==> src/rtl/core/bounded_sequence_store_assert.svh <==
// Assertion macros for the bounded sequence store.
// Used by bounded_sequence_store.sv; expects signals clk and rst_n in scope.
`ifndef BOUNDED_SEQUENCE_STORE_ASSERT_SVH
`define BOUNDED_SEQUENCE_STORE_ASSERT_SVH

// invariant, checked every cycle out of reset
`define BSS_ASSERT_ALWAYS(lbl, cond, msg) \
  lbl: assert property (@(posedge clk) disable iff (!rst_n) (cond)) else $error(msg);

// same-cycle implication
`define BSS_ASSERT_IMP(lbl, ante, cons, msg) \
  lbl: assert property (@(posedge clk) disable iff (!rst_n) (ante) |-> (cons)) \
    else $error(msg);

// next-cycle implication
`define BSS_ASSERT_NEXT(lbl, ante, cons, msg) \
  lbl: assert property (@(posedge clk) disable iff (!rst_n) (ante) |=> (cons)) \
    else $error(msg);

`endif

==> src/rtl/core/bss_pkg.sv <==
// Package for the bounded sequence store: word types, action and status codes,
// cell operations and controller states. No dependencies.
`default_nettype none

package bss_pkg;

  localparam int DEPTH_DEF     = 16;
  localparam int WORD_BITS_DEF = 32;
  localparam int POS_BITS      = 8;

  localparam logic [2:0] ACT_INS_FRONT = 3'd0;
  localparam logic [2:0] ACT_INS_BACK  = 3'd1;
  localparam logic [2:0] ACT_REMOVE    = 3'd2;
  localparam logic [2:0] ACT_READ      = 3'd3;
  localparam logic [2:0] ACT_FIND      = 3'd4;

  localparam logic [1:0] STAT_OK        = 2'd0;
  localparam logic [1:0] STAT_EMPTY     = 2'd1;
  localparam logic [1:0] STAT_FULL      = 2'd2;
  localparam logic [1:0] STAT_NOT_FOUND = 2'd3;

  typedef struct packed {
    logic [2:0]          action;
    logic [31:0]         value;
    logic [POS_BITS-1:0] position;
  } in_word_t;

  typedef struct packed {
    logic [31:0] value_res;
    logic [3:0]  position_res;
    logic [1:0]  status;
    logic        last;
  } out_word_t;

  typedef enum logic [1:0] {
    CELL_HOLD,
    CELL_FRONT,
    CELL_LOAD,
    CELL_REMOVE
  } cell_op_t;

  typedef enum logic [1:0] {
    S_IDLE,
    S_DECODE,
    S_MOD,
    S_SCAN
  } bss_state_t;

endpackage

`default_nettype wire

==> src/rtl/core/bss_cell.sv <==
// One storage cell of the sequence chain: holds one entry, shifts to/from
// its neighbors and compares against the search key. Depends on bss_pkg.
`default_nettype none

module bss_cell import bss_pkg::*; #(
  parameter int WORD_BITS = WORD_BITS_DEF,
  parameter int IW        = 4,
  parameter int IDX       = 0
) (
  input  wire logic                 clk,
  input  wire cell_op_t             op,
  input  wire logic [IW-1:0]        sel,
  input  wire logic [WORD_BITS-1:0] ins_word,
  input  wire logic [WORD_BITS-1:0] lower_word,
  input  wire logic [WORD_BITS-1:0] upper_word,
  input  wire logic [WORD_BITS-1:0] key,
  output logic      [WORD_BITS-1:0] word,
  output logic                      match
);

  logic [WORD_BITS-1:0] word_r;
  logic [WORD_BITS-1:0] word_nxt;

  always_comb begin
    unique case (op)
      CELL_HOLD:   word_nxt = word_r;
      CELL_FRONT:  word_nxt = (IDX == 0) ? ins_word : lower_word;
      CELL_LOAD:   word_nxt = (IW'(IDX) == sel) ? ins_word : word_r;
      CELL_REMOVE: word_nxt = (IW'(IDX) >= sel) ? upper_word : word_r;
      default:     word_nxt = word_r;
    endcase
  end

  always_ff @(posedge clk) begin
    word_r <= word_nxt;
  end

  assign word  = word_r;
  assign match = (word_r == key);

endmodule

`default_nettype wire

==> src/rtl/core/bss_mod.sv <==
// Bit-serial remainder unit: position modulo count, one dividend bit per cycle.
// Depends on bss_pkg.
`default_nettype none

module bss_mod import bss_pkg::*; #(
  parameter int CW = 5
) (
  input  wire logic                clk,
  input  wire logic                rst_n,
  input  wire logic                start,
  input  wire logic [POS_BITS-1:0] dividend,
  input  wire logic [CW-1:0]       divisor,
  output logic                     busy,
  output logic      [CW-1:0]       rem
);

  localparam int SW = $clog2(POS_BITS);

  logic                busy_r;
  logic [SW-1:0]       step_r;
  logic [CW-1:0]       rem_r;
  logic [POS_BITS-1:0] dvd_r;
  logic [CW:0]         trial;
  logic [CW:0]         diff;

  assign trial = {rem_r, dvd_r[POS_BITS-1]};
  assign diff  = trial - {1'b0, divisor};

  always_ff @(posedge clk) begin
    if (!rst_n) begin
      busy_r <= 1'b0;
      step_r <= '0;
    end else if (start) begin
      busy_r <= 1'b1;
      step_r <= '0;
    end else if (busy_r) begin
      step_r <= step_r + 1'b1;
      if (step_r == SW'(POS_BITS - 1)) begin
        busy_r <= 1'b0;
      end
    end
  end

  always_ff @(posedge clk) begin
    if (start) begin
      rem_r <= '0;
      dvd_r <= dividend;
    end else if (busy_r) begin
      rem_r <= (trial >= {1'b0, divisor}) ? diff[CW-1:0] : trial[CW-1:0];
      dvd_r <= {dvd_r[POS_BITS-2:0], 1'b0};
    end
  end

  assign busy = busy_r;
  assign rem  = rem_r;

endmodule

`default_nettype wire

==> src/rtl/core/bounded_sequence_store.sv <==
// Bounded sequence store top level: controller, chain of storage cells,
// remainder unit and result register. Depends on bss_pkg, bss_cell, bss_mod.
//
//   channel | ports                        | payload
//   --------+------------------------------+-----------
//   input   | in_valid, in_ready, in_data  | in_word_t
//   result  | out_valid, out_ready, out_data | out_word_t
//
// Insert answers from the decode state; read/remove wait for the bit-serial
// position modulo count; find scans up to the last match. A result stall
// holds the controller; the result register lets the next word in while
// the last result waits. Reset clears state, count and out_valid only.
`default_nettype none

module bounded_sequence_store import bss_pkg::*; #(
  parameter int DEPTH     = DEPTH_DEF,
  parameter int WORD_BITS = WORD_BITS_DEF
) (
  input  wire logic      clk,
  input  wire logic      rst_n,
  input  wire logic      in_valid,
  output logic           in_ready,
  input  wire in_word_t  in_data,
  output logic           out_valid,
  input  wire logic      out_ready,
  output out_word_t      out_data
);

  localparam int IW = $clog2(DEPTH);
  localparam int CW = $clog2(DEPTH + 1);

  bss_state_t           state_r, state_nxt;
  logic [2:0]           act_r;
  logic [WORD_BITS-1:0] word_r;
  logic [POS_BITS-1:0]  pos_r;
  logic [CW-1:0]        count_r, count_nxt;
  logic [IW-1:0]        idx_r, idx_nxt;
  logic [DEPTH-1:0]     match_r, match_nxt;
  out_word_t            out_r, out_nxt;
  logic                 out_valid_r;
  logic                 load_out;

  cell_op_t             cell_op;
  logic [IW-1:0]        cell_sel;
  logic [WORD_BITS-1:0] cell_word [DEPTH];
  logic [DEPTH-1:0]     cell_match;
  logic [DEPTH-1:0]     match_live;

  logic                 mod_start;
  logic                 mod_busy;
  logic [CW-1:0]        mod_rem;
  logic [IW-1:0]        p_idx;

  logic                 out_free;
  logic                 full;
  logic                 is_insert;
  logic [DEPTH-1:0]     match_rest;
  logic [31:0]          word_ext;
  logic [31:0]          rd_ext;

  assign out_free  = !out_valid_r || out_ready;
  assign full      = (count_r == CW'(DEPTH));
  assign is_insert = (act_r == ACT_INS_FRONT) || (act_r == ACT_INS_BACK);
  assign p_idx     = IW'(mod_rem);
  assign word_ext  = 32'(word_r);
  assign rd_ext    = 32'(cell_word[p_idx]);
  assign match_rest = match_r & ~(DEPTH'(1) << idx_r);

  // cell chain
  for (genvar i = 0; i < DEPTH; i++) begin : g_cell
    bss_cell #(
      .WORD_BITS (WORD_BITS),
      .IW        (IW),
      .IDX       (i)
    ) u_cell (
      .clk        (clk),
      .op         (cell_op),
      .sel        (cell_sel),
      .ins_word   (word_r),
      .lower_word (cell_word[(i == 0) ? 0 : i - 1]),
      .upper_word (cell_word[(i == DEPTH - 1) ? DEPTH - 1 : i + 1]),
      .key        (word_r),
      .word       (cell_word[i]),
      .match      (cell_match[i])
    );
  end

  always_comb begin
    for (int i = 0; i < DEPTH; i++) begin
      match_live[i] = cell_match[i] && (CW'(i) < count_r);
    end
  end

  bss_mod #(
    .CW (CW)
  ) u_mod (
    .clk      (clk),
    .rst_n    (rst_n),
    .start    (mod_start),
    .dividend (pos_r),
    .divisor  (count_r),
    .busy     (mod_busy),
    .rem      (mod_rem)
  );

  // next state
  always_comb begin
    state_nxt = state_r;
    unique case (state_r)
      S_IDLE: begin
        if (in_valid) begin
          state_nxt = S_DECODE;
        end
      end
      S_DECODE: begin
        unique case (act_r)
          ACT_INS_FRONT, ACT_INS_BACK: begin
            if (out_free) state_nxt = S_IDLE;
          end
          ACT_REMOVE, ACT_READ, ACT_FIND: begin
            if (count_r == '0) begin
              if (out_free) state_nxt = S_IDLE;
            end else if (act_r == ACT_FIND) begin
              if (match_live != '0) state_nxt = S_SCAN;
              else if (out_free)    state_nxt = S_IDLE;
            end else begin
              state_nxt = S_MOD;
            end
          end
          default: state_nxt = S_IDLE;
        endcase
      end
      S_MOD: begin
        if (!mod_busy && out_free) state_nxt = S_IDLE;
      end
      S_SCAN: begin
        if (match_r[idx_r] && out_free && match_rest == '0) state_nxt = S_IDLE;
      end
      default: state_nxt = S_IDLE;
    endcase
  end

  // datapath control and result
  always_comb begin
    cell_op   = CELL_HOLD;
    cell_sel  = '0;
    load_out  = 1'b0;
    out_nxt   = out_r;
    count_nxt = count_r;
    idx_nxt   = idx_r;
    match_nxt = match_r;
    mod_start = 1'b0;
    unique case (state_r)
      S_IDLE: begin
        idx_nxt = '0;
      end
      S_DECODE: begin
        unique case (act_r)
          ACT_INS_FRONT, ACT_INS_BACK: begin
            if (out_free) begin
              load_out = 1'b1;
              if (full) begin
                out_nxt = '{value_res: word_ext, position_res: 4'd0,
                            status: STAT_FULL, last: 1'b1};
              end else begin
                out_nxt = '{value_res: word_ext,
                            position_res: (act_r == ACT_INS_FRONT) ? 4'd0 : 4'(count_r),
                            status: STAT_OK, last: 1'b1};
                cell_op   = (act_r == ACT_INS_FRONT) ? CELL_FRONT : CELL_LOAD;
                cell_sel  = IW'(count_r);
                count_nxt = count_r + 1'b1;
              end
            end
          end
          ACT_REMOVE, ACT_READ, ACT_FIND: begin
            if (count_r == '0) begin
              if (out_free) begin
                load_out = 1'b1;
                out_nxt  = '{value_res: 32'd0, position_res: 4'd0,
                             status: STAT_EMPTY, last: 1'b1};
              end
            end else if (act_r == ACT_FIND) begin
              match_nxt = match_live;
              if (match_live == '0 && out_free) begin
                load_out = 1'b1;
                out_nxt  = '{value_res: word_ext, position_res: 4'd0,
                             status: STAT_NOT_FOUND, last: 1'b1};
              end
            end else begin
              mod_start = 1'b1;
            end
          end
          default: ;
        endcase
      end
      S_MOD: begin
        if (!mod_busy && out_free) begin
          load_out = 1'b1;
          out_nxt  = '{value_res: rd_ext, position_res: 4'(p_idx),
                       status: STAT_OK, last: 1'b1};
          if (act_r == ACT_REMOVE) begin
            cell_op   = CELL_REMOVE;
            cell_sel  = p_idx;
            count_nxt = count_r - 1'b1;
          end
        end
      end
      S_SCAN: begin
        if (match_r[idx_r]) begin
          if (out_free) begin
            load_out  = 1'b1;
            out_nxt   = '{value_res: word_ext, position_res: 4'(idx_r),
                          status: STAT_OK, last: (match_rest == '0)};
            match_nxt = match_rest;
            idx_nxt   = idx_r + 1'b1;
          end
        end else begin
          idx_nxt = idx_r + 1'b1;
        end
      end
      default: ;
    endcase
  end

  always_ff @(posedge clk) begin
    if (!rst_n) begin
      state_r     <= S_IDLE;
      count_r     <= '0;
      out_valid_r <= 1'b0;
    end else begin
      state_r <= state_nxt;
      count_r <= count_nxt;
      if (load_out) begin
        out_valid_r <= 1'b1;
      end else if (out_ready) begin
        out_valid_r <= 1'b0;
      end
    end
  end

  always_ff @(posedge clk) begin
    if (in_valid && in_ready) begin
      act_r  <= in_data.action;
      word_r <= WORD_BITS'(in_data.value);
      pos_r  <= in_data.position;
    end
    if (load_out) begin
      out_r <= out_nxt;
    end
    idx_r   <= idx_nxt;
    match_r <= match_nxt;
  end

  assign in_ready  = (state_r == S_IDLE);
  assign out_valid = out_valid_r;
  assign out_data  = out_r;

`include "bounded_sequence_store_assert.svh"

  `BSS_ASSERT_ALWAYS(a_count_bound, count_r <= CW'(DEPTH), "count above depth")
  `BSS_ASSERT_IMP(a_mod_idle, state_r == S_IDLE, !mod_busy, "remainder unit busy while idle")
  `BSS_ASSERT_IMP(a_scan_match, state_r == S_SCAN, match_r != '0, "scan without pending match")
  `BSS_ASSERT_NEXT(a_insert_count,
    state_r == S_DECODE && is_insert && out_free && !full,
    count_r == CW'($past(count_r) + 1'b1), "insert did not grow count")

endmodule

`default_nettype wire

==> config.mk <==
export PLATFORM = sky130hd
export DESIGN_NAME = bounded_sequence_store
export DESIGN_NICKNAME = d
export VERILOG_FILES = /design/src/rtl/core/bss_pkg.sv /design/src/rtl/core/bss_cell.sv /design/src/rtl/core/bss_mod.sv /design/src/rtl/core/bounded_sequence_store.sv
export VERILOG_INCLUDE_DIRS = /design/src /design/src/rtl/core
export SDC_FILE = /design/constraint.sdc
export NUM_CORES = 1
export LEC_CHECK = 0
export ABC_AREA = 0
export BUFFER_PORTS_ARGS = -buffer_cell sky130_fd_sc_hd__buf_4
export CORE_ASPECT_RATIO = 2
export CORE_UTILIZATION = 45
export CTS_CLUSTER_DIAMETER = 30
export DETAILED_ROUTE_END_ITERATION = 7
export HOLD_SLACK_MARGIN = 0.1
export MAX_ROUTING_LAYER = met4
export SLEW_MARGIN = 25
export SYNTH_ARGS = -nofsm -noshare
export SYNTH_HDL_FRONTEND = slang
export SYNTH_HIERARCHICAL = 1
export SYNTH_SLANG_ARGS = --single-unit
==> constraint.sdc <==
create_clock -name clk -period 6.79 [get_ports clk]
set_input_delay 0.679 -clock clk [delete_from_list [all_inputs] [get_ports clk]]
set_output_delay 0.679 -clock clk [all_outputs]
set_load 0.01 [all_outputs]
==> flow_summary.toml, run 1 <==
[floorplan]
io_pins = 88
fp.dieW_um = 218
start_util = 0.454
core_mm2 = 0.0925
die_area_mm2 = 0.0947
rows = 158
fp.dieH_um = 434

[clocking]
clk_path_buf_depth = 3
post_cts_buffers = 0
cts_buffers = 116
cts_resized = 0
cts-root-buf = "clkbuf_16"
hold_buffers = 5
path_clk_slew_ns = 0.05
worstSkewPairLatency_ns = 0.73
clkSinkCount = 639
cts_max_level = 3
cts_tree = "yes"

[place]
dp.cells = 4766
io_buffers = 87
pre_cts_ws_ns = 2.06
place.gp.congestion = 0.901
hpwl_mm = 87.2

[timing]
hold_violations = 0
post-route-min-period_ns = 4.75
setup_ws_ns = 2.04
setup_viol = 0
skew_ns = 0.0322
worstMarginPinSlew_ns = 1.23
hold_slack_ns = 0.137
clock.fmax_ghz = 0.211
setup_tns_ns = 0
rsz0062_at_grt = "false"
min_period_over_period = 0.699
final_max_slew_viol_count = 0
timing.slew.headroom = 0.178

[flow_run]
drv_cap = 0

[yosys]
synth_area_mm2 = 0.0420
ys.flop_type = "edfxtp_1"
synth-edff-count = 622
synth_nets = 3681
synthArstFlopShare = 0
synth_seq_cells = 639
syn_area_per_cell_um2 = 11.6
ys_top_cells_by_area = "edfxtp_1 (44%), mux2i_1 (12%), xor2_1 (11%), mux4_2 (8.3%), a21oi_1 (5.9%)"
synth_cell_type_count = 78
synth_seq_area_share = 0.453
syn_inst = 3612
synth_top_area_cell = "edfxtp_1"
synth_warnings = 6
yosysTopAreaCellShare = 0.444

[grt]
grt_start_max_net_pins = 260
antenna_found_initial = 1
grtUsageTotal = 0.286
overflow = 0
grt_pass1_vias = 29800
grt_pass1_wl_mm = 196

[power]
p_per_area_mw_per_mm2 = 276
peakVddDrop_uv = 297
p_leak_nw = 15.8

[setup_path]
crit_family = "buffers and inverters"
critPathSlowestCell = "buf_4"
r2r_slack_ns = 2.04
worst_setup_path_start_kind = "flip-flop"
path_max_fanout = 155
worst-path-buf-inv = 4
slowest_delay_ns = 0.76
path_class = "flip-flop to flip-flop"
worstSetupEndpointType = "flip-flop"
critical_path_required_ns = 7.22
crit_path_cell_trace = "inv_1, ha_1, nand4bb_1, and2_1, o31a_1, o21a_4, buf_4, buf_12, buf_16, a21oi_1"
cp.arrival_ns = 5.18

[finish]
fin_cells = 4991
final_cell_mix = "edfxtp_1 (622), nor2_1 (533), xor2_1 (517)"
nets = 3759
drive_gt1_frac = 0.169
fillers = 8157
final_common_cell = "edfxtp_1"
area_growth_pct = 14.4

[routing]
wl_mm = 132
num_vias = 30100
viasPerCell = 6.03
drc = 0
drtPass1Iterations = 6
drtAntennaViolNets = 0
drt_iter0_drc = 3065
wire_per_inst_um = 26.4

[worst_hold_path]
hold_path.class = "input pin to flip-flop"

[outcome]
status = "finished, final reports clean"
metal layers:
metal  share of wire  GRT usage  vias up
li1                -          -    13800
met1            0.38      0.332    15000
met2            0.52      0.488     1047
met3           0.053     0.0387      277
met4           0.045      0.130        0
met5               0          -        -
power by group:
part           switching (mW)  leakage, nW  internal (mW)
clock                    2.20         1.92           3.84
sequential              0.211         5.76           4.42
combinational            1.38         8.10           1.21
total                    3.79         15.8           9.47
worst reg2reg max path, stage by stage (launching register included):
cell and delay (ns):
dfxtp_1 0.73, inv_1 0.24, ha_1 0.29, nand4bb_1 0.19, and2_1 0.21, o31a_1 0.16, o21a_4 0.60, buf_4 0.78
buf_12 0.46, buf_16 0.51, a21oi_1 0.29
sequential cells by signal, indices dropped and copies added, names as in the netlist:
| name | flops |
|---|---|
| u_mod/rem | 5 |
| u_mod/busy | 1 |
| act_r | 3 |
| out_data | 39 |
| idx_r | 4 |
| out_valid | 1 |
| state_r | 2 |
| pos_r | 8 |
| word_ext | 32 |
| match_r | 16 |
| u_mod/step_r | 3 |
| g_cell.u_cell/word | 512 |
| count_r | 5 |
| u_mod/dvd_r | 8 |
worst paths after layout:
check          startpoint                       end  cells after the start
min           in_data[16]               word_ext[8]                      1
min reg2reg  u_mod/rem[4]              u_mod/rem[4]                      2
max            count_r[1]  g_cell[1].u_cell/word[1]                     10
max reg2reg    count_r[1]  g_cell[1].u_cell/word[1]                     10
kinds of logic after synthesis:
kind of cell    count (synthesis)  synth area share
fa+ha+maj                      22           0.00673
simple gates                  827            0.0890
mux                           694             0.219
flops                         639             0.453
xor+xnor                      522             0.109
buf+inv                       261            0.0379
compound gates                647            0.0863
synthesized netlist by cell type, types with 4 or more instances:
cell / n
ha_1: 21
dfxtp_1: 17
a31oi_1: 7
clkbuf_1: 74
inv_1: 26
mux2_4: 30
buf_6: 59
a222oi_1: 4
nand2b_1: 7
o21ai_0: 38
o22ai_1: 4
nor4_1: 130
buf_1: 8
o211ai_1: 4
a211oi_1: 4
edfxtp_1: 622
xor2_1: 517
a22o_1: 33
nand2_1: 44
mux2_2: 10
and2_1: 8
a22oi_1: 5
mux2i_1: 490
xnor2_1: 5
buf_4: 15
mux4_2: 155
buf_2: 77
o41ai_1: 4
nor2b_1: 10
mux4_1: 9
nand4_1: 37
nand3_1: 26
nor2_1: 534
nor3_1: 7
o21a_1: 8
a21oi_1: 499
through the flow:
| step | cell area [um2] | power, mW | utilization |
|---|---|---|---|
| floorplan | 42000 | 6.53 | - |
| CTS | 48000 | 13.3 | 0.519 |
| detailed placement | 43900 | 7.28 | 0.475 |
| global route | 48100 | 13.6 | 0.520 |
| global placement | 43700 | 7.25 | 0.473 |
| finish | 48100 | 13.3 | 0.520 |
cell type report:
class	instances	area, um2	area share
Clock inverter	89	1010	0.0211
Multi-Input combinational cell	2712	21700	0.452
Sequential cell	639	19000	0.396
Tap cell	1200	1500	0.0312
Inverter	27	101	0.00211
Clock buffer	129	3030	0.0629
Antenna cell	1	2.50	0.0000521
Timing Repair Buffer	194	1650	0.0343
(Power assumes the default switching activity.)
==> run 2, diff against run 1 <==
==> constraint.sdc (replaced) <==
create_clock -name clk -period 3.8 [get_ports clk]
set_input_delay 0.38 -clock clk [delete_from_list [all_inputs] [get_ports clk]]
set_output_delay 0.38 -clock clk [all_outputs]
set_load 0.01 [all_outputs]
==> run 2 against run 1 <==
  * The flow now finishes with violations (negative setup slack)
  * Largest power group unchanged
  * Highest routed layer unchanged
  * Largest cell class unchanged
  * Critical endpoint is now out_data[37]
  * Non-clock buffer count rose by 193
  * First-iteration DRC count rose by 1.5%
  * Critical path type unchanged
  * Sequential share of layout area fell by 1.4 points
==> flow_summary.toml, run 2 (synthesis results as in run 1) <==
[routing]
drt_iter0_drc = 3110
wl_mm = 146
wl_met3_mm = 8.74
highest_layer = "met4"
wire_per_inst_um = 28.2
drtPass1Iterations = 5
met2_wirelength_mm = 74.9
drtAntennaViolNets = 0
wl_met1_mm = 53.0
drc = 0
viasPerCell = 6.12
num_vias = 31700

[setup_path]
worst-path-buf-inv = 4
worst_setup_path_start_kind = "flip-flop"
critical_path_required_ns = 4.25
slowest_delay_ns = 0.51
critPathSlowestCell = "nor4_2"
path_max_fanout = 20
cp.arrival_ns = 4.27
crit_family = "simple AND/OR/NAND/NOR gates"
path_class = "flip-flop to flip-flop"
crit_path_cell_trace = "buf_4, buf_4, xor2_1, nor4_2, nand4_1, buf_4, nor2_1, a21oi_1, o2111ai_1, nor4b_4, a211oi_2, a211oi_4, buf_12"
cp_common_cell = "buf_4"
worstSetupEndpointType = "flip-flop"

[power]
p_leak_nw = 16.7
comb_power_share = 0.210
p_int_mw = 16.7
p_per_area_mw_per_mm2 = 471
p_seq_frac = 0.351
power_frac_clock = 0.439
power_mw = 23.4
peakVddDrop_uv = 356
power.switching_mw = 6.74
sw_frac_of_total = 0.288

[timing]
clock.fmax_ghz = 0.262
hold_slack_ns = 0.165
timing.slew.headroom = 0.275
setup_ws_ns = -0.0144
rsz0062_at_grt = "false"
worstMarginPinSlew_ns = 1.08
skew_ns = 0.0273
hold_violations = 0
setup_viol = 11
final_max_slew_viol_count = 0
post-route-min-period_ns = 3.81
min_period_over_period = 1.00

[floorplan]
io_pins = 88
die_area_mm2 = 0.0947
rows = 158
core_mm2 = 0.0925
fp.dieH_um = 434
start_util = 0.454
fp.dieW_um = 218

[clocking]
cts_buffers = 113
path_clk_slew_ns = 0.05
worstSkewPairLatency_ns = 0.72
clk_path_buf_depth = 3
clkSinkCount = 639
cts_tree = "yes"
cts_max_level = 3
cts-root-buf = "clkbuf_16"

[finish]
final_common_cell = "edfxtp_1"
final_cell_mix = "edfxtp_1 (622), nor2_1 (533), xor2_1 (517)"
fin_area_mm2 = 0.0498
area_growth_pct = 18.5
nets = 3949
post-route-util = 0.538
drive_gt1_frac = 0.195
largest_register_ffs = 512

[place]
io_buffers = 87
hpwl_mm = 95.6
dpl_cell_area_mm2 = 0.0451
pre_cts_ws_ns = -0.259
place.gp.congestion = 0.952

[grt]
grt_pass1_vias = 31200
grt_start_max_net_pins = 214
grtUsageTotal = 0.315
overflow = 0
grt_pass1_wl_mm = 211
antenna_found_initial = 6

[outcome]
violations = "negative setup slack"
status = "finished with violations"

[flow_run]
drv_cap = 0

[worst_hold_path]
hold_path.class = "input pin to flip-flop"
run 2: cell types whose count changed in the layout (fill, tap and decap cells not counted), sizes merged:
cell         change
clkbuf           -1
inv              +4
diode            +4
clkinv           -8
bufinv           -4
clkinvlp         +3
buf            +154
dlygate4sd3     +39
run 2: repair_timing:
| action | CTS | global route |
|---|---|---|
| setup buffers | 1 | 48 |
| hold buffers | 44 | 0 |
| gates resized for setup | 5 | 2 |
| hold endpoints to repair | 49 | 0 |
| endpoints found under the setup margin | 41 | 39 |
run 2: worst paths after layout:
kind         slack [ns]  cells past startpoint         endpoint             from
max               -0.01                     13     out_data[37]     word_ext[23]
min reg2reg        0.50                      2  u_mod/step_r[1]  u_mod/step_r[1]
min                0.17                      4       state_r[1]         in_valid
max reg2reg       -0.01                     13     out_data[37]     word_ext[23]
run 2: final cells by class:
cell class	instances	area, um2
Antenna cell	5	12.5
Clock buffer	128	2980
Clock inverter	84	836
Multi-Input combinational cell	2712	21700
Fill cell	8175	42700
Tap cell	1200	1500
Inverter	27	101
Timing Repair Buffer	387	3620
Sequential cell	639	19000
run 2: power by group through the flow:
stage	combinational, mW	sequential, mW	clock, mW
CTS	4.82	8.25	10.4
finish	4.92	8.23	10.3
detailed placement	4.76	8.39	0
global route	5.15	8.24	10.7
global placement	4.74	8.39	0
floorplan	3.35	8.32	0
run 2: routing by layer:
layer,global-route usage,up-vias
met3,0.0458,415
met4,0.187,0
met2,0.532,1281
met5,-,-
li1,-,14200
met1,0.352,15800
run 2: worst register-to-register path: cells and delay by family, from the launching register on:
family | cells | cell delay, ns
AO/OA/AOI/OAI | 4 | 0.76
flip-flops | 1 | 0.35
XOR/XNOR | 1 | 0.20
buffers and inverters | 4 | 0.94
AND/OR/NAND/NOR | 4 | 1.27
run 2: stage by stage:
| step | TNS (ns) | cells |
|---|---|---|
| final | -0.111 | 5182 |
| after global routing | 0 | 5181 |
| after CTS | 0 | 5129 |
| after detailed placement | -9.66 | 4872 |
| after global placement | -8.88 | 4872 |
| after floorplan | -2.35 | 3612 |
